[src/pkh_pkg.sv]
package pkh_pkg;

   // Command codes carried in a request transaction.
   localparam logic [1:0] CMD_INSERT = 2'd0;
   localparam logic [1:0] CMD_FIND   = 2'd1;
   localparam logic [1:0] CMD_DELETE = 2'd2;
   localparam logic [1:0] CMD_CLEAR  = 2'd3;

   // Status codes returned in a response transaction.
   localparam logic [1:0] ST_OK   = 2'd0;
   localparam logic [1:0] ST_FULL = 2'd1;
   localparam logic [1:0] ST_DUP  = 2'd2;
   localparam logic [1:0] ST_MISS = 2'd3;

   // Multipliers of the key mixer.
   localparam logic [31:0] MIX_C1 = 32'h7feb352d;
   localparam logic [31:0] MIX_C2 = 32'h846ca68b;

   localparam int LIMIT_W = 9;
   localparam int ROW_OUT_W = 8;
   localparam int LIVE_W = 9;

   typedef struct packed {
      logic [1:0]         cmd;
      logic signed [31:0] key;
   } req_type;

   typedef struct packed {
      logic [1:0]           status;
      logic [ROW_OUT_W-1:0] row;
      logic [LIVE_W-1:0]    live_count;
   } rsp_type;

   // A classified command waiting between the front and the back.
   typedef struct packed {
      logic [1:0]  cmd;
      logic [31:0] key;
      logic [31:0] hash;
   } job_type;

endpackage

[src/pkh_front.sv]
module pkh_front
   import pkh_pkg::*;
(
   input  logic    clock,
   input  logic    reset,
   input  logic    req_valid,
   output logic    req_stall,
   input  req_type req_payload,
   input  logic    hold,
   output logic    job_push,
   output job_type job_item,
   input  logic    job_full
);

   logic        s1_valid_ff, s1_valid_in;
   logic        s2_valid_ff, s2_valid_in;
   logic [1:0]  s1_cmd_ff, s2_cmd_ff;
   logic [31:0] s1_key_ff, s2_key_ff;
   logic [31:0] s1_mix_ff, s2_mix_ff;
   logic [31:0] fold0, fold1;
   logic        advance;
   logic        take;

   // The pipe moves as a whole unless its last stage cannot leave.
   assign advance   = !s2_valid_ff || !job_full;
   assign req_stall = !advance || hold;
   assign take      = req_valid && !req_stall;

   // First and second mixing rounds, a multiply in each stage.
   assign fold0 = req_payload.key ^ (req_payload.key >> 16);
   assign fold1 = s1_mix_ff ^ (s1_mix_ff >> 15);

   always_comb begin
      s1_valid_in = s1_valid_ff;
      s2_valid_in = s2_valid_ff;
      if (advance) begin
         s1_valid_in = take;
         s2_valid_in = s1_valid_ff;
      end
   end

   always_ff @(posedge clock) begin
      if (reset) begin
         s1_valid_ff <= 1'b0;
         s2_valid_ff <= 1'b0;
      end else begin
         s1_valid_ff <= s1_valid_in;
         s2_valid_ff <= s2_valid_in;
      end
      if (advance) begin
         s1_cmd_ff <= req_payload.cmd;
         s1_key_ff <= req_payload.key;
         s1_mix_ff <= 32'(fold0 * MIX_C1);
         s2_cmd_ff <= s1_cmd_ff;
         s2_key_ff <= s1_key_ff;
         s2_mix_ff <= 32'(fold1 * MIX_C2);
      end
   end

   // Final fold and hand-over to the queue.
   assign job_push      = s2_valid_ff && !job_full;
   assign job_item.cmd  = s2_cmd_ff;
   assign job_item.key  = s2_key_ff;
   assign job_item.hash = s2_mix_ff ^ (s2_mix_ff >> 16);

endmodule

[config.mk]
export PLATFORM = sky130hd
export DESIGN_NAME = pkh_front
export DESIGN_NICKNAME = d
export VERILOG_FILES = /design/src/pkh_pkg.sv /design/src/pkh_front.sv
export SDC_FILE = /design/constraint.sdc
export NUM_CORES = 1
export LEC_CHECK = 0
export BUFFER_PORTS_ARGS = -buffer_cell sky130_fd_sc_hd__buf_2
export CAP_MARGIN = 20
export CELL_PAD_IN_SITES_DETAIL_PLACEMENT = 0
export CELL_PAD_IN_SITES_GLOBAL_PLACEMENT = 1
export CORE_MARGIN = 2
export CORE_UTILIZATION = 35
export CTS_CLUSTER_SIZE = 8
export DETAILED_ROUTE_END_ITERATION = 6
export GPL_TIMING_DRIVEN = 0
export PLACE_DENSITY = 0.58
export SLEW_MARGIN = 20
export SYNTH_ARGS = -nofsm -noshare
export SYNTH_HDL_FRONTEND = slang
export SYNTH_SLANG_ARGS = --single-unit
export TNS_END_PERCENT = 1
[constraint.sdc]
create_clock -name clock -period 17.55 [get_ports clock]
set_clock_uncertainty 0.1 [all_clocks]
set_input_delay 2.6325 -clock clock [delete_from_list [all_inputs] [get_ports clock]]
set_output_delay 2.6325 -clock clock [all_outputs]
set_load 0.05 [all_outputs]
Word level (Yosys, flattened, before mapping)
Index checks and enable logic that the tools add are counted.

storage, ports and cells
  bits of input ports = 39
  logic and storage cells = 21
  output and inout port bits = 68
  bits in registers = 134

operators by class
  bitwise gates (word level) = 3
  multiply operators = 2
  reductions and logical operators = 8

operators with widths
  operator                count
  $xor 32x17->32          2
  $mul 32x31->32 const B  1
  $mul 32x32->32 const B  1
  $xor 32x16->32          1
  $logic_not 1->1         4
  $logic_and 1x1->1       2
  $logic_or 1x1->1        2

Longest topological paths before layout
Gate-level depths: netlist of the first run.

  depth in word-level cells = 6
  gate-level depth with buffers = 26
  mapped depth without buffers = 26

Worst setup path after synthesis of the first run
Ideal clock, no wire load.

  kind = input -> output
  from = in job_full
  to = out req_stall
  path slack = 8.187 ns
  stages = 2
  arrival = 6.631 ns
  buffers on the path = 0
  cell sequence = nand2_1 nand2b_1

on the way
  word-level cells in the longest chain between the ends = 4

ends and longest elaborated chain
  element           RTL line         RTL
  from (decl)       pkh_front.sv:12  input logic job_full
  $logic_not 1->1   pkh_front.sv:25  assign advance = !s2_valid_ff || !job_full;
  $logic_or 1x1->1  pkh_front.sv:25
  $logic_not 1->1   pkh_front.sv:26  assign req_stall = !advance || hold;
  $logic_or 1x1->1  pkh_front.sv:26
  to (decl)         pkh_front.sv:7   output logic req_stall,

Every way passes these cells.

Worst setup path after layout of the first run
  from = in req_payload[21] in the netlist's numbering
  to = reg s1_mix_ff[30] (data pin)

on the way
  word-level cells in the longest chain between the ends = 2

ends and longest elaborated chain
  element               RTL line         RTL
  from (decl)           pkh_front.sv:8   input req_type req_payload,
  $xor 32x17->32        pkh_front.sv:30  assign fold0 = req_payload.key ^ (req_payload.key >> 16);
  $mul 32x31->32        pkh_front.sv:53  s1_mix_ff <= 32'(fold0 * MIX_C1);
  to (signal assigned)  pkh_front.sv:53
  to (decl)             pkh_front.sv:19  logic [31:0] s1_mix_ff, s2_mix_ff;

Every way passes these cells.
A chain may end at the register's enable or synchronous reset.

==> results.cfg, run 1 <==
[run_status]
outcome = complete, no violations

[clock_network]
insertion_delay_ns = 0.46
cts.sinks = 134
cts_tree = done
clock_path_buffers = 2
cts_inserted_buffers = 17
htree_levels = 4
root_buffer = clkbuf_16
path_clk_slew_ns = 0.07
holdBufCountCts = 0
cts_setup_buffers = 0
cts-resized-gates = 0

[sta]
slew_violations = 0
period_share = 0.571
worst_slew_pin_slew_ns = 1.19
fmax_mhz = 99.8
rsz0062_at_grt = no
setup_viol = 0
period_needed_ns = 10.02
hold_viol_final = 0
max_slew_margin = 0.202
fin_setup_tns_ns = 0

[layout]
final_cell_mix = inv_1, ha_1, fa_1
final_common_cell = inv_1
syn2layout_area_growth_pct = 10.6
antennaDiodeCount = 0
drive_gt1_frac = 0.0876
nets = 2829

[detailed_routing]
drc = 0
drtIter0Drc = 622
routed_wl_um = 57300
vias = 13200
postRouteAntennaNets = 0
viasPerCell = 4.60
drtPass1Iterations = 5
wire_per_inst_um = 20.0

[global_routing]
met1_usage = 0.253
grt_pass1_vias = 14800
use_met2 = 0.340
grt_max_degree = 50
grt_overflow_total = 0
grt_first_pass_wirelength_um = 89100
grt.busiest_layer = met2
antenna_found_initial = 1
grt_use_met3 = 0.0177
track_usage = 0.193

[yosys]
syn_inst = 1945
netlist_area_mm2 = 0.0213
synth_top_family_by_area = adder cells
synthFlopType = edfxtp_1
yosys.area_share.simple = 0.0299
synth-compound-area-share = 0.0463
synth.net_count = 2699
ys_types = 49
netlist_top_cells_area = fa_1, ha_1, edfxtp_1
ys_seq_area_frac = 0.188
synthAdderAreaFrac = 0.541
synth_top_cell_area_share = 0.325
synth_xor_area_frac = 0.0886
synthMuxAreaShare = 0
synth.avg_cell_area_um2 = 11.0
synth_enable_flop_cells = 132
synth.largest_area_cell = fa_1
synth-seq-cells = 134
ys_async_sr_fraction = 0
ys_warn_count = 0

[setup_path]
worstSetupPathType = primary input to flop
end_kind = flop
worstSetupStartpointType = primary input
arrival_ns = 10.13
crit_top_cell = inv_1
cp_max_fo = 9
cp.required_ns = 17.66
slowest_stage = xnor2_1
slowest_delay_ns = 0.82

[floorplan]
ios = 107
start_util = 0.353
coreArea_mm2 = 0.0604
dieWidth_um = 251
die_area_mm2 = 0.0629
die_h_um = 251
std_cell_rows = 90

[placed_design]
place_hpwl_um = 49800
numPortBuffers = 106
place_congestion = 0.904

[min_path]
min_path_type = flop to flop

[flow_run]
cap_violations = 0
[Yosys cell counts (7+ instances only)]
master,instances
inv_1,570
ha_1,369
fa_1,346
xnor2_1,148
edfxtp_1,132
xor2_1,66
nor2_1,52
a21oi_1,51
nand2_1,34
a21o_1,28
o21ai_0,27
buf_4,16
nand2b_1,12
nand3_1,11
and2_1,7
[flip-flops by register name (all words and copies together), names as in the netlist]
name / flops
s2_cmd_ff: 2
s2_valid_ff: 1
s1_valid_ff: 1
s2_mix_ff: 32
s1_mix_ff: 32
s1_cmd_ff: 2
s2_key_ff: 32
s1_key_ff: 32
[metal layers]
| metal | routed length [um] | vias to the layer above |
|---|---|---|
| li1 | - | 6273 |
| met1 | 25500 | 6655 |
| met2 | 29000 | 212 |
| met3 | 1440 | 53 |
| met4 | 1310 | 0 |
| met5 | 0 | - |
[final timing paths]
kind | from | endpoint | slack [ns] | depth (start not counted)
worst max-delay path | req_payload[21] | s1_mix_ff[30]$_DFFE_PN_ | 7.53 | 26
worst max register to register | s1_mix_ff[21]$_DFFE_PN_ | s2_mix_ff[30]$_DFFE_PN_ | 9.16 | 23
worst min register to register | s1_key_ff[17]$_DFFE_PN_ | s2_key_ff[17]$_DFFE_PN_ | 0.31 | 0
worst min-delay path | s1_key_ff[17]$_DFFE_PN_ | s2_key_ff[17]$_DFFE_PN_ | 0.31 | 0
[final cells by class]
type                       count  area [um2]
fill                        5971       36800
multi-input combinational   1222       15100
sequential                   134        4000
inverter                     572        2150
tap                          782         978
timing repair buffer         111         609
clock buffer                  17         425
clock inverter                15         160
buffer                        17         124
[per-stage QoR]
stage               cell area, um2   util  hold slack [ns]  setup WS, ns  std cells
floorplan                    21300      -            0.300          8.19       1945
CTS                          23600  0.391            0.314          7.42       2869
global route                 23600  0.391            0.316          7.05       2870
detailed placement           23000  0.381            0.305          6.95       2837
global placement             22800  0.378            0.301          6.85       2833
finish                       23600  0.391            0.313          7.53       2870
[critical path: cells and delay by family]
family / cells / cell delay, ns
AND/OR/NAND/NOR: 1 / 0.12
XOR/XNOR: 2 / 0.89
adder cells (fa/ha/maj): 9 / 3.85
buffers and inverters: 8 / 1.04
AO/OA/AOI/OAI: 6 / 1.57
[cell families (layout without fill, tap and decap cells)]
| family | count (synthesis) | count (layout) |
|---|---|---|
| adder cells (fa/ha/maj) | 715 | 715 |
| AND/OR/NAND/NOR | 139 | 139 |
| buffers and inverters | 589 | 732 |
| XOR/XNOR | 215 | 215 |
| flip-flops | 134 | 134 |
| AO/OA/AOI/OAI | 153 | 153 |
Power of run 1 is left out: the tool's default activity adds up to more than one toggle a clock period on the data nets, which glitch-free logic cannot reach.
==> inputs of run 2 (changes only) <==
--- a/config.mk
+++ b/config.mk
@@ -5,6 +5,7 @@
 export SDC_FILE = /design/constraint.sdc
 export NUM_CORES = 1
 export LEC_CHECK = 0
+export ABC_AREA = 1
 export BUFFER_PORTS_ARGS = -buffer_cell sky130_fd_sc_hd__buf_2
 export CAP_MARGIN = 20
 export CELL_PAD_IN_SITES_DETAIL_PLACEMENT = 0
@@ -14,7 +15,7 @@
 export CTS_CLUSTER_SIZE = 8
 export DETAILED_ROUTE_END_ITERATION = 6
 export GPL_TIMING_DRIVEN = 0
-export PLACE_DENSITY = 0.58
+export PLACE_DENSITY = 0.61
 export SLEW_MARGIN = 20
 export SYNTH_ARGS = -nofsm -noshare
 export SYNTH_HDL_FRONTEND = slang
==> constraint.sdc (replaced) <==
create_clock -name clock -period 8.6 [get_ports clock]
set_clock_uncertainty 0.1 [all_clocks]
set_input_delay 1.29 -clock clock [delete_from_list [all_inputs] [get_ports clock]]
set_output_delay 1.29 -clock clock [all_outputs]
set_load 0.05 [all_outputs]
==> results.cfg, run 2 <==
[detailed_routing]
drtPass1Iterations = 7
postRouteAntennaNets = 0
wl_met1_um = 28400
routed_wl_um = 63300
dr.max_layer_used = met4
vias = 15000
drc = 0
viasPerCell = 4.61
dr_wl_met3_um = 1770
wl_met2_um = 32200
drtIter0Drc = 654
wire_per_inst_um = 19.5

[yosys]
synth_enable_flop_cells = 132
yosysMostFrequentCell = inv_1
synth.avg_cell_area_um2 = 9.84
synth-seq-cells = 134
ys_warn_count = 0
synthFlopType = edfxtp_1
synth.net_count = 3013
synth_common_cells = inv_1, ha_1, fa_1
synth.largest_area_cell = fa_1
syn_inst = 2259
netlist_area_mm2 = 0.0222
ys_seq_area_frac = 0.180
synth_top_cell_area_share = 0.312
ys_async_sr_fraction = 0
ys_types = 38
netlist_top_cells_area = fa_1, ha_1, edfxtp_1

[clock_network]
path_clk_slew_ns = 0.07
cts_inserted_buffers = 17
cts_tree = done
clock_path_buffers = 2
root_buffer = clkbuf_16
holdBufCountCts = 0
insertion_delay_ns = 0.49
cts_setup_buffers = 0
htree_levels = 4
cts.sinks = 134

[sta]
worst_slew_pin_slew_ns = 1.16
max_slew_margin = 0.224
fmax_mhz = 119
hold_viol_final = 0
period_needed_ns = 8.37
slew_violations = 0
rsz0062_at_grt = no
period_share = 0.974
setup_viol = 0

[global_routing]
antenna_found_initial = 1
grt_first_pass_wirelength_um = 98100
grt_overflow_total = 0
track_usage = 0.202
grt_pass1_vias = 16200
grt_max_degree = 55

[floorplan]
die_h_um = 256
die_area_mm2 = 0.0656
std_cell_rows = 92
start_util = 0.353
dieWidth_um = 256
coreArea_mm2 = 0.0630
ios = 107

[layout]
final_cells = 3248
syn2layout_area_growth_pct = 10.6
drive_gt1_frac = 0.0803
antennaDiodeCount = 0
nets = 3143
final_common_cell = inv_1
post-route-util = 0.391
final_cell_mix = inv_1, ha_1, fa_1

[min_path]
min_path_type = flop to flop

[setup_path]
worstSetupPathType = primary input to flop
end_kind = flop
arrival_ns = 8.47
worstSetupStartpointType = primary input
cp.required_ns = 8.70
cp_max_fo = 8

[run_status]
outcome = complete, no violations

[flow_run]
cap_violations = 0

[placed_design]
numPortBuffers = 106
place_inst = 3216
place_congestion = 0.928
place_hpwl_um = 54800
run 2: changes by cell type after synthesis, moves of 17 or more:
cell     change
xor2_1      +54
inv_1      +100
nand2_1    +210
nor2_1      +17
xnor2_1    -102
nand3_1     +52
run 2: cells by family (layout without fill, tap and decap cells):
logic type / count (synthesis) / count (layout) / synth area share
adders and majority gates: 715 / 715 / 0.519
buffers and inverters: 694 / 837 / 0.120
and+or+nand+nor: 412 / 412 / 0.0774
xor gates and xnor gates: 171 / 171 / 0.0690
DFF: 134 / 134 / 0.180
AOI/OAI and AO/OA: 133 / 133 / 0.0344
run 2: path summary, 6_finish.rpt:
| path | from | endpoint | slack [ns] | cells after the start |
|---|---|---|---|---|
| hold reg to reg | s1_key_ff[22]$_DFFE_PN_ | s2_key_ff[22]$_DFFE_PN_ | 0.31 | 0 |
| setup reg to reg | s1_mix_ff[24]$_DFFE_PN_ | s2_mix_ff[28]$_DFFE_PN_ | 0.77 | 24 |
| hold / removal | s1_key_ff[22]$_DFFE_PN_ | s2_key_ff[22]$_DFFE_PN_ | 0.31 | 0 |
| setup / recovery | req_payload[22] | s1_mix_ff[31]$_DFFE_PN_ | 0.23 | 26 |
run 2: final cells by class:
class                           instances  area, um2
Clock buffer                           17        425
Fill cell                            6375      38400
Sequential cell                       134       4000
Tap cell                              846       1060
Multi-Input combinational cell       1431      15700
Timing Repair Buffer                  111        628
Clock inverter                         15        160
Buffer                                 18        133
Inverter                              676       2540
run 2: layer usage:
layer / track usage / up-vias
met5: 0 / -
met4: 0.0443 / 0
met3: 0.0254 / 44
met2: 0.358 / 242
met1: 0.262 / 7562
li1: - / 7125
run 2: stage by stage:
stage                     cell area (um2)  setup slack, ns  TNS [ns]  hold slack [ns]
after detailed placement            24000            -1.04     -1.13            0.305
after global placement              23800            -1.62     -6.10            0.301
after global routing                24600          0.00362         0            0.325
final                               24600            0.227         0            0.315
after floorplan                     22200             1.26         0            0.300
after CTS                           24600            0.150         0            0.320
run 2: worst max-delay path, cell delays in order:
cell and delay [ns]:
buf_2 0.19, or2_2 0.30, nand2_1 0.46, inv_1 0.19
ha_1 0.44, ha_1 0.19, a21oi_1 0.06, fa_1 0.56
inv_1 0.05, fa_1 0.53, inv_1 0.05, fa_1 0.53
fa_1 0.44, fa_1 0.55, fa_1 0.47, fa_1 0.53
inv_1 0.06, ha_1 0.32, a21oi_1 0.24, o31ai_1 0.13
a21oi_1 0.15, o21ai_0 0.12, nor2_2 0.31, inv_1 0.08
nand3_1 0.09, nand2_1 0.13
run 2: timing repair:
item	CTS	global route
gates resized for setup	5	4
endpoints found under the setup margin	1	1
pin swaps	0	2
hold endpoints to repair	0	0
cloned	0	0
Power of run 2 is left out for the same reason.
