<file path="config.mk">
export PLATFORM = sky130hd
export DESIGN_NAME = pkh_queue
export DESIGN_NICKNAME = d
export VERILOG_FILES = /design/src/pkh_pkg.sv /design/src/pkh_queue.sv
export SDC_FILE = /design/constraint.sdc
export NUM_CORES = 1
export LEC_CHECK = 0
export BUFFER_PORTS_ARGS = -buffer_cell sky130_fd_sc_hd__buf_2
export CORE_MARGIN = 2
export CORE_UTILIZATION = 40
export DETAILED_ROUTE_END_ITERATION = 10
export HOLD_SLACK_MARGIN = 0.12
export PLACE_DENSITY = 0.69
export SYNTH_ARGS = -nofsm -noshare
export SYNTH_HDL_FRONTEND = slang
export SYNTH_SLANG_ARGS = --single-unit
</file>
<file path="constraint.sdc">
create_clock -name clock -period 12.55 [get_ports clock]
set_clock_uncertainty 0.15 [all_clocks]
set_input_delay 3.765 -clock clock [delete_from_list [all_inputs] [get_ports clock]]
set_output_delay 3.765 -clock clock [all_outputs]
set_load 0.01 [all_outputs]
</file>
<file path="src/pkh_pkg.sv">
package pkh_pkg;

   // Command codes carried in a request transaction.
   localparam logic [1:0] CMD_INSERT = 2'd0;
   localparam logic [1:0] CMD_FIND   = 2'd1;
   localparam logic [1:0] CMD_DELETE = 2'd2;
   localparam logic [1:0] CMD_CLEAR  = 2'd3;

   // Status codes returned in a response transaction.
   localparam logic [1:0] ST_OK   = 2'd0;
   localparam logic [1:0] ST_FULL = 2'd1;
   localparam logic [1:0] ST_DUP  = 2'd2;
   localparam logic [1:0] ST_MISS = 2'd3;

   // Multipliers of the key mixer.
   localparam logic [31:0] MIX_C1 = 32'h7feb352d;
   localparam logic [31:0] MIX_C2 = 32'h846ca68b;

   localparam int LIMIT_W = 9;
   localparam int ROW_OUT_W = 8;
   localparam int LIVE_W = 9;

   typedef struct packed {
      logic [1:0]         cmd;
      logic signed [31:0] key;
   } req_type;

   typedef struct packed {
      logic [1:0]           status;
      logic [ROW_OUT_W-1:0] row;
      logic [LIVE_W-1:0]    live_count;
   } rsp_type;

   // A classified command waiting between the front and the back.
   typedef struct packed {
      logic [1:0]  cmd;
      logic [31:0] key;
      logic [31:0] hash;
   } job_type;

endpackage

</file>
<file path="src/pkh_queue.sv">
module pkh_queue
   import pkh_pkg::*;
(
   input  logic    clock,
   input  logic    reset,
   input  logic    push,
   input  job_type push_item,
   output logic    full,
   input  logic    pop,
   output logic    head_valid,
   output job_type head_item
);

   localparam int DEPTH = 2;

   job_type    entry_ff [DEPTH];
   logic       wr_ptr_ff, wr_ptr_in;
   logic       rd_ptr_ff, rd_ptr_in;
   logic [1:0] fill_ff, fill_in;

   assign full       = (fill_ff == 2'(DEPTH));
   assign head_valid = (fill_ff != 2'd0);
   assign head_item  = entry_ff[rd_ptr_ff];

   always_comb begin
      wr_ptr_in = push ? !wr_ptr_ff : wr_ptr_ff;
      rd_ptr_in = pop ? !rd_ptr_ff : rd_ptr_ff;
      fill_in   = fill_ff + 2'(push) - 2'(pop);
   end

   always_ff @(posedge clock) begin
      if (reset) begin
         wr_ptr_ff <= 1'b0;
         rd_ptr_ff <= 1'b0;
         fill_ff   <= 2'd0;
      end else begin
         wr_ptr_ff <= wr_ptr_in;
         rd_ptr_ff <= rd_ptr_in;
         fill_ff   <= fill_in;
      end
      if (push) begin
         entry_ff[wr_ptr_ff] <= push_item;
      end
   end

endmodule

</file>
# After elaboration in Yosys (flattened, before gate mapping)
# Memories as Yosys holds them, arrays and structs flattened. A register that Yosys moved wholly into a read port is not among the register bits.
# Cells that the tools add are included.
[word_totals]
regBits = 4
ram_bits = 132
input_bits = 70
output_inout_bits = 68
wordCells = 14
mem_count = 1
[mem_list]
columns = ["memory", "depth", "word_bits", "rd", "rd_clocked_by_memory_dff", "wr", "line", "text"]
rows = [
  ["entry_ff", 2, 66, 1, 1, 1, "pkh_queue.sv:16", "job_type entry_ff [DEPTH];"],
]
[op_classes]
add_sub_neg = 2
n_eq_ne = 1
n_mux = 4
n_reduce_logical = 3
[ops]
columns = ["operator", "n"]
rows = [
  ["$mux 1", 4],
  ["$add 2x1->2", 1],
  ["$eq 2x2->1 const B", 1],
  ["$logic_not 1->1", 2],
  ["$reduce_bool 2->1", 1],
  ["$sub 2x1->2", 1],
]

# Longest topological paths before layout
# Gate-level depths: netlist (run 1).
[logic_depth]
ltp_word = 3
ltp_mapped = 6
ltp_nobuf = 6

# Worst setup path after synthesis (run 1)
# No wires, ideal clock.
[synth_timing]
kind = "input to register"
from = "input push"
to = "memory entry_ff[0][0] in the netlist's numbering, enable pin"
setup_time_ns = 0.498
arrival_time_ns = 6.665
t_required_ns = 11.902
path_slack_ns = 5.237
cell_stages = 1
n_path_buf = 0
path_cell_list = "nor2b_1"
[synth_via]
elab_chain_len = 2
[synth_rtl]
columns = ["item", "line", "text"]
rows = [
  ["start: declaration", "pkh_queue.sv:6", "input logic push,"],
  ["$mux 1", "pkh_queue.sv:41", "if (push) begin"],
  ["$mux 1 (implied by the code)", "pkh_queue.sv:42", "entry_ff[wr_ptr_ff] <= push_item;"],
  ["end: declaration", "pkh_queue.sv:16", ""],
]
# Every way passes these cells.

==> results of run 1 <==
-- power breakdown --
group	switching [W]	internal (W)
registers	0.0000180	0.000534
logic	0.0000498	0.0000628
clock network	0.000181	0.000377
-- worst max-delay path: cells and delay by family (launching register included) --
| kind | cells | cell delay, ps |
|---|---|---|
| flops | 1 | 1080 |
| mux | 1 | 450 |
| buf+inv | 1 | 140 |
-- per-layer routing --
metal  global-route usage, %  wire (um)
met2                    21.9       4410
met1                    15.4       3610
met3                    5.84        651
met5                       0          0
met4                    6.40        153
-- registers in the layout, indices dropped and copies added (netlist names), named ones only --
register,count
wr_ptr_ff,1
fill_ff,2
entry_ff,132
rd_ptr_ff,1
-- cell families after synthesis --
kind of cell	Yosys count
buffers and inverters	9
DFF	137
adders and majority gates	2
and+or+nand+nor	9
muxes	66
xor gates and xnor gates	3
-- worst max path at each step --
| stage | from | end | slack (ps) | cells after the start |
|---|---|---|---|---|
| final | flop | head_item[2] | 6510 | 2 |
| after global routing | flop | head_item[2] | 6380 | 2 |
| after CTS | flop | head_item[2] | 6450 | 2 |
| after detailed placement | push | entry_ff[0][14]$_DFFE_PP_ | 6710 | 3 |
| after global placement | push | entry_ff[0][36]$_DFFE_PP_ | 6750 | 3 |
| after floorplan | push | entry_ff[0][0]$_DFFE_PP_ | 5240 | 1 |
-- cell usage in the layout (no fill, tap or decap) --
cell,n
clkinv_2,2
or2_2,1
bufinv_16,6
clkbuf_1,2
clkinv_4,1
buf_2,137
dfxtp_1,4
nor2b_1,2
mux2_2,26
mux2_4,40
clkbuf_16,17
ha_1,2
and2_4,1
inv_1,2
edfxtp_1,132
clkinvlp_4,3
buf_4,1
nor2_1,4
xnor3_1,1
nor2b_4,1
clkbuf_8,1
xnor2_1,2
dfxtp_4,1
-- stage by stage --
| step | std cells | utilization, % | total power (W) | instance area [sq um] |
|---|---|---|---|---|
| 6_report | 561 | 53.0 | 0.00122 | 6670 |
| 3_5_place_dp | 529 | 47.7 | 0.000677 | 6000 |
| 4_1_cts | 561 | 53.0 | 0.00124 | 6670 |
| 5_1_grt | 561 | 53.0 | 0.00127 | 6670 |
| 2_1_floorplan | 226 | - | 0.000630 | 5140 |
| 3_3_place_gp | 529 | 47.7 | 0.000673 | 6000 |
-- area by class of cell --
| class | count | area (sq um) |
|---|---|---|
| clock buffers | 20 | 447 |
| clock inverters | 12 | 221 |
| fillers | 1003 | 5900 |
| inverters | 2 | 7.51 |
| multi-input cells | 80 | 1010 |
| flip-flops and latches | 137 | 4070 |
| well taps | 172 | 215 |
| repair buffers | 138 | 693 |
==> metrics.csv, run 1 <==
metric;value;unit
synth_edf_count;132;
min_path_cells;2;
cp_slowest_cell;dfxtp_4;
worst_slack;6510;ps
finalCritPeriodShare;48.1;%
post-place-ws;6710;ps
synth_cell_types;14;
grt_antenna_before_repair;0;
finalHoldViolCount;0;
worstSetupEndpointType;output pin;
setup_tns;0;ps
synth.most_common_cell;edfxtp_1;
drive_gt1_share;61.2;%
required;8630;ps
rows;41;
postSynth.asyncResetShare;0;%
path_cells;mux2_2 > buf_2;
ant_nets;0;
synth_top_area_share;77.1;%
slew_headroom;25.7;%
clock-sinks;137;
synth-compound-area-share;0;%
cts_buffers;17;
synth-simple-area-share;0.900;%
synth_top_family_by_area;multiplexers;
hold_path.startpoint;rd_ptr_ff$_SDFFE_PP0P_;
die_y;117;um
cts_tree;built;
ios;138;
synthFlopType;edfxtp_1;
dr.first_iter.drc_count;83;
synth.area.top_cells;edfxtp_1 (77%), mux2_4 (12%), mux2_2 (5.7%);
synthTopCellsByCount;edfxtp_1 (132), mux2_4 (40), mux2_2 (26), buf_6 (5), dfxtp_1 (5);
power.density;183;nW/um^2
clkTransAtPathRegs;60;ps
holdCritPathClass;flop to flop;
max_stage_delay;1080;ps
post_drt_wl_per_cell;15.7;um
maxCapViolations;0;
synth_fa_ha_area_share;0.487;%
rr_worst_depth;2;
rrSetupSlack;10360;ps
cts_max_level;4;
synth_area_per_cell;22.8;sq um
vias;2555;
arrival;2120;ps
via_per_inst;4.55;
cts_resized;0;
first_pass_iters;4;
grt_pass1_wl;13.9;mm
rsz0062_at_grt;no;
leakage;2.61;nW
syn_inst;226;
core;12600;sq um
yosysSeqAreaShare;79.0;%
cts_buffer_depth;2;
status;complete, no violations;
grt-ovfl-total;0;
clock_latency;410;ps
die-area;13800;sq um
start_util;40.9;%
post_cts_buffers;0;
grt_pass1_vias;2707;
synth_area;5140;sq um
place.gp.congestion;0.647;
hold_buffers;0;
worstSetupStartpointType;flop;
dp_hpwl;5.37;mm
max_freq;166;MHz
synth_mux_area_share;17.4;%
grt_usage;13.5;%
diodes;0;
syn_to_final_growth;29.6;%
yosysWarnings;0;
drcViolationCount;0;
ys_ff_latch;137;
tightestPinTransition;1110;ps
port-buffer-count;137;
setup_viol;0;
nets;448;
wirelength;8.82;mm
critPathKind;flop to output pin;
syn_nets;298;
critPathMaxFanout;66;
hold_ws;367;ps
synth-xor-area-share;0.779;%
rr_startpoint;wr_ptr_ff$_SDFFE_PP0P_;
grt_max_degree;67;
die_w;117;um
layout_min_cycle_time;6040;ps
root_buffer;clkbuf_16;
synth_top_cell_by_area;edfxtp_1;
r2r-end;entry_ff[0][1]$_DFFE_PP_;
ir_drop;0.0970;mV
slew_violations;0;
(Power assumes the default switching activity.)
==> run 2, diff against run 1 <==
Settings changed: ABC_AREA set to 1.
Clock period 12.55 ns to 6 ns, I/O delays scaled along.
==> run 2 against run 1 <==
Combinational power increased by 93%; first-iteration DRC count increased by 71%; critical path depth unchanged; synthesized area about the same; count of clock-buffer cells in the layout decreased by 1; synthesized cell count increased by 4.4%; largest cell class unchanged; largest power group is now registers; highest routed layer unchanged.
==> metrics.csv, run 2 <==
metric;value;unit;change
place_area;6010;sq um;+0.17%
slew_headroom;23.5;%;-2.2 points
layout_common_cells;buf_2 (137), edfxtp_1 (132), mux2_4 (40);;
worst_slack;1960;ps;-4550 ps
finalHoldViolCount;0;;unchanged
ant_nets;0;;unchanged
rows;41;;unchanged
die-area;13800;sq um;about the same
cp.buffers_inverters;1;;unchanged
rr_startpoint;wr_ptr_ff$_SDFFE_PP0P_;;
core;12600;sq um;unchanged
status;complete, no violations;;
synth_top_area_share;77.0;%;about the same
hold_path.startpoint;rd_ptr_ff$_SDFFE_PP0P_;;
worstSetupEndpointType;output pin;;
syn_inst;236;;+4.4%
syn_nets;308;;+3.4%
first_pass_iters;6;;+2
synth.area.top_cells;edfxtp_1 (77%), mux2_4 (12%), mux2_2 (5.7%);;
port-buffer-count;137;;unchanged
die_y;117;um;about the same
max_stage_delay;1090;ps;about the same
root_buffer;clkbuf_16;;
cp_top_family;flip-flops;;
nets;459;;+2.5%
synth.most_common_cell;edfxtp_1;;
grt_max_degree;67;;unchanged
hold_buffers;0;;unchanged
postSynth.asyncResetShare;0;%;unchanged
utilization;51.5;%;-1.5 points
yosysSeqAreaShare;78.9;%;about the same
drcViolationCount;0;;unchanged
syn_to_final_growth;25.9;%;
dp.cells;540;;+2.1%
ios;138;;unchanged
synth_edf_count;132;;unchanged
min_path_cells;2;;unchanged
synthFlopType;edfxtp_1;;
holdCritPathClass;flop to flop;;
yosysWarnings;0;;unchanged
die_w;117;um;about the same
grt_usage;13.1;%;-0.37 points
start_util;41.0;%;about the same
place.gp.congestion;0.690;;+6.6%
cts_max_level;4;;unchanged
fin_area;6480;sq um;-2.8%
clkTransAtPathRegs;50;ps;about the same
clock_latency;400;ps;about the same
synth_cell_types;14;;unchanged
wirelength;8.73;mm;-1.0%
clock-sinks;137;;unchanged
grt_pass1_wl;13.7;mm;-1.9%
cts_resized;0;;unchanged
path_cells;mux2_2 > buf_2;;
grt_pass1_vias;2734;;+1.0%
max_freq;248;MHz;
worstSetupStartpointType;flop;;
cts_buffers;17;;unchanged
synth_area;5150;sq um;about the same
tightestPinTransition;1150;ps;+32.7 ps
synthTopCellsByCount;edfxtp_1 (132), mux2_4 (40), mux2_2 (26), inv_1 (8), nor2_1 (7);;
synth_area_per_cell;21.8;sq um;-4.1%
layout_min_cycle_time;4040;ps;
drive_gt1_share;57.6;%;-3.6 points
setup_viol;0;;unchanged
leakage;2.55;nW;-2.2%
post-place-ws;2200;ps;-4510 ps
via_per_inst;4.55;;-0.15%
finalCritPeriodShare;67.3;%;
slew_violations;0;;unchanged
ir_drop;0.182;mV;+87%
arrival;2090;ps;-30 ps
ys_ff_latch;137;;unchanged
top_regs;entry_ff x132, fill_ff x2;;
post_cts_buffers;0;;unchanged
diodes;0;;unchanged
critPathMaxFanout;66;;unchanged
grt_antenna_before_repair;0;;unchanged
required;4050;ps;-4580 ps
dr.first_iter.drc_count;142;;+71%
cts_tree;built;;
fill_cells;1048;;+4.5%
layout_commonest_cell;buf_2;;
grt-ovfl-total;0;;unchanged
critPathKind;flop to output pin;;
setup_tns;0;ps;unchanged
cts_buffer_depth;2;;unchanged
rsz0062_at_grt;no;;
synth_top_cell_by_area;edfxtp_1;;
dp_hpwl;5.60;mm;+4.4%
cp.depth;2;;unchanged
instances_no_fill;568;;+1.2%
top_register;entry_ff;;
maxCapViolations;0;;unchanged
cp_slowest_cell;dfxtp_4;;
post_drt_wl_per_cell;15.4;um;-2.2%
largest_reg_flops;132;;unchanged
rr_worst_depth;3;;+1
power.density;340;nW/um^2;+85%
vias;2583;;+1.1%
rrSetupSlack;3770;ps;-6590 ps
-- run 2: logic make-up (layout without fill, tap and decap cells) --
group	count (synthesis)	in the layout	synth area share, %
AO/OA/AOI/OAI	1	1	0.0971
AND/OR/NAND/NOR	14	14	1.07
XOR/XNOR	1	1	0.170
buffers and inverters	15	175	1.87
flip-flops	137	137	78.9
multiplexers	66	66	17.4
adder cells (fa/ha/maj)	2	2	0.486
-- run 2: layout make-up --
cell class / instances / area (sq um) / share of cell area [%]
well taps: 172 / 215 / 3.32
inverters: 8 / 30.0 / 0.463
clock inverters: 9 / 37.5 / 0.579
repair buffers: 139 / 701 / 10.8
clock buffers: 19 / 433 / 6.68
flip-flops and latches: 137 / 4070 / 62.8
multi-input cells: 84 / 995 / 15.4
-- run 2: worst register-to-register path, stage by stage, from the launching register on --
cell and delay, ps:
dfxtp_1 410, nand2_1 90, inv_2 820, buf_4 450
-- run 2: path summary, 6_finish.rpt --
| path | end |
|---|---|
| max reg2reg | entry_ff[1][22]$_DFFE_PP_ |
| min | flop |
| min reg2reg | flop |
| max | head_item[0] |
-- run 2: per-stage QoR --
| step | power (W) | hold WS (ps) |
|---|---|---|
| finish | 0.00220 | 381 |
| global route | 0.00229 | 404 |
| CTS | 0.00223 | 383 |
| detailed placement | 0.00139 | 360 |
| global placement | 0.00138 | 343 |
| floorplan | 0.00129 | 330 |
-- run 2: power breakdown --
group / internal [W] / total (W) / switching [W]
sequential: 0.00111 / 0.00114 / 0.0000340
clock: 0.000505 / 0.000838 / 0.000334
combinational: 0.000119 / 0.000218 / 0.0000987
-- run 2: per-layer routing --
metal  up-vias  wire [um]  GRT usage, %
met5         -          0             0
met4         0        195          6.78
met3        17        536          4.91
met2        94       4480          21.9
met1      1261       3520          14.7
li1       1211          -             -
==> run 3, diff against run 2 <==
Settings changed: PLACE_DENSITY 0.69 to 0.72.
Clock period 6 ns to 3.7 ns, I/O delays scaled along.
==> run 3 against run 2 <==
Clock power increased by 100%; flip-flop and latch count unchanged; worst hold slack got worse by 18 ps; sequential share of layout area decreased by 1.7 points; setup slack got worse by 1400 ps; final cell count increased by 1.1%; via count increased by 1.3%; routed wire length about the same; final area increased by 2.7%; die area unchanged; power increased by 78%; core utilization increased by 1.4 points; critical path type unchanged.
==> metrics.csv, run 3 (synthesized netlist as in run 2, its figures left out) <==
metric;value;unit;change
fin_area;6660;sq um;+2.7%
path_cells;buf_12 > mux2_2 > buf_2;;
setup_viol;0;;unchanged
rsz0062_at_grt;no;;
power.density;589;nW/um^2;+73%
slew_headroom;60.6;%;+37 points
nets;461;;+0.44%
die-area;13800;sq um;unchanged
dp_hpwl;5.85;mm;+4.5%
setup_tns;0;ps;unchanged
worstSetupStartpointType;flop;;
vias;2617;;+1.3%
utilization;53.0;%;+1.4 points
layout_commonest_cell;buf_2;;
rrSetupSlack;1980;ps;-1790 ps
post_cts_buffers;0;;unchanged
grt_most_used_layer;met2;;
start_util;41.0;%;unchanged
cts_tree;built;;
critPathKind;flop to output pin;;
critPathMaxFanout;41;;-38%
post_drt_wl_per_cell;15.2;um;-1.1%
via_per_inst;4.56;;+0.26%
drcViolationCount;0;;unchanged
place.gp.congestion;0.663;;-3.9%
layout_common_cells;buf_2 (137), edfxtp_1 (132), mux2_4 (40);;
die_y;117;um;unchanged
grt_pass1_vias;2819;;+3.1%
grt_use_met2;23.2;%;+1.3 points
core;12600;sq um;unchanged
maxCapViolations;0;;unchanged
top_regs;entry_ff x132, fill_ff x2;;
rr_worst_depth;3;;unchanged
arrival;1900;ps;-190 ps
largest_reg_flops;132;;unchanged
drive_gt1_share;59.5;%;+1.9 points
cts_buffers;17;;unchanged
die_w;117;um;unchanged
layout_min_cycle_time;3160;ps;
cts_resized;0;;unchanged
wirelength;8.73;mm;about the same
cp_slowest_cell;dfxtp_4;;
grt_max_degree;45;;-33%
worst_slack;536;ps;-1430 ps
max_stage_delay;610;ps;-480 ps
worstSetupEndpointType;output pin;;
ant_nets;0;;unchanged
hold_buffers;0;;unchanged
rows;41;;unchanged
cts_buffer_depth;2;;unchanged
finalHoldViolCount;0;;unchanged
max_freq;316;MHz;
ir_drop;0.357;mV;+96%
port-buffer-count;137;;unchanged
finalCritPeriodShare;85.5;%;
leakage;2.62;nW;+2.9%
cts_max_level;4;;unchanged
fill_cells;1040;;-0.76%
use_met3;5.01;%;+0.097 points
tightestPinTransition;591;ps;-556 ps
holdCritPathClass;flop to flop;;
use_met1;15.3;%;+0.60 points
post-place-ws;931;ps;-1270 ps
grt-ovfl-total;0;;unchanged
status;complete, no violations;;
slew_violations;0;;unchanged
top_register;entry_ff;;
diodes;0;;unchanged
grt_usage;13.7;%;+0.53 points
clock-sinks;137;;unchanged
dr.first_iter.drc_count;132;;-7.0%
multi_input_area;995;sq um;unchanged
first_pass_iters;4;;-2
grt_antenna_before_repair;0;;unchanged
layout.area.seq;4070;sq um;unchanged
grt_pass1_wl;14.1;mm;+3.5%
syn_to_final_growth;29.3;%;
root_buffer;clkbuf_16;;
min_path_cells;2;;unchanged
clkTransAtPathRegs;50;ps;about the same
place_area;6050;sq um;+0.67%
required;2440;ps;-1610 ps
clock_latency;400;ps;about the same
ios;138;;unchanged
-- run 3: where the power goes --
group	switching [W]	leakage (nW)	total (W)	internal, W
Combinational	0.000181	1.05	0.000377	0.000196
Clock	0.000593	0.291	0.00171	0.00112
Sequential	0.0000336	1.28	0.00183	0.00180
-- run 3: worst paths after layout --
| kind | start | end |
|---|---|---|
| worst max-delay path | flop | head_item[0] |
| worst min-delay path | rd_ptr_ff$_SDFFE_PP0P_ | rd_ptr_ff$_SDFFE_PP0P_ |
| worst max register to register | wr_ptr_ff$_SDFFE_PP0P_ | entry_ff[1][13]$_DFFE_PP_ |
| worst min register to register | rd_ptr_ff$_SDFFE_PP0P_ | rd_ptr_ff$_SDFFE_PP0P_ |
-- run 3: cell type report --
class	instances	share of cell area (%)
flip-flops and latches	137	61.1
multi-input cells	84	14.9
repair buffers	141	11.1
clock buffers	18	6.45
well taps	172	3.23
clock inverters	14	2.69
inverters	8	0.451
-- run 3: stage by stage --
step,std cells,power [W],hold WS [ps]
after floorplan,236,0.00209,330
after global placement,542,0.00223,341
after detailed placement,542,0.00225,355
after CTS,574,0.00398,369
after global routing,574,0.00408,397
final,574,0.00392,362
-- run 3: worst max-delay path: cells and delay by family (launching register included) --
family | cells | cell delay (ps)
buf+inv | 2 | 490
mux | 1 | 380
flops | 1 | 610
-- run 3: routing by layer --
| metal | vias to the layer above | routed length [um] | part of all wire (%) |
|---|---|---|---|
| met1 | 1295 | 3570 | 41 |
| met5 | - | 0 | 0 |
| met2 | 83 | 4510 | 52 |
| li1 | 1223 | - | - |
| met4 | 0 | 153 | 1.8 |
| met3 | 16 | 497 | 5.7 |
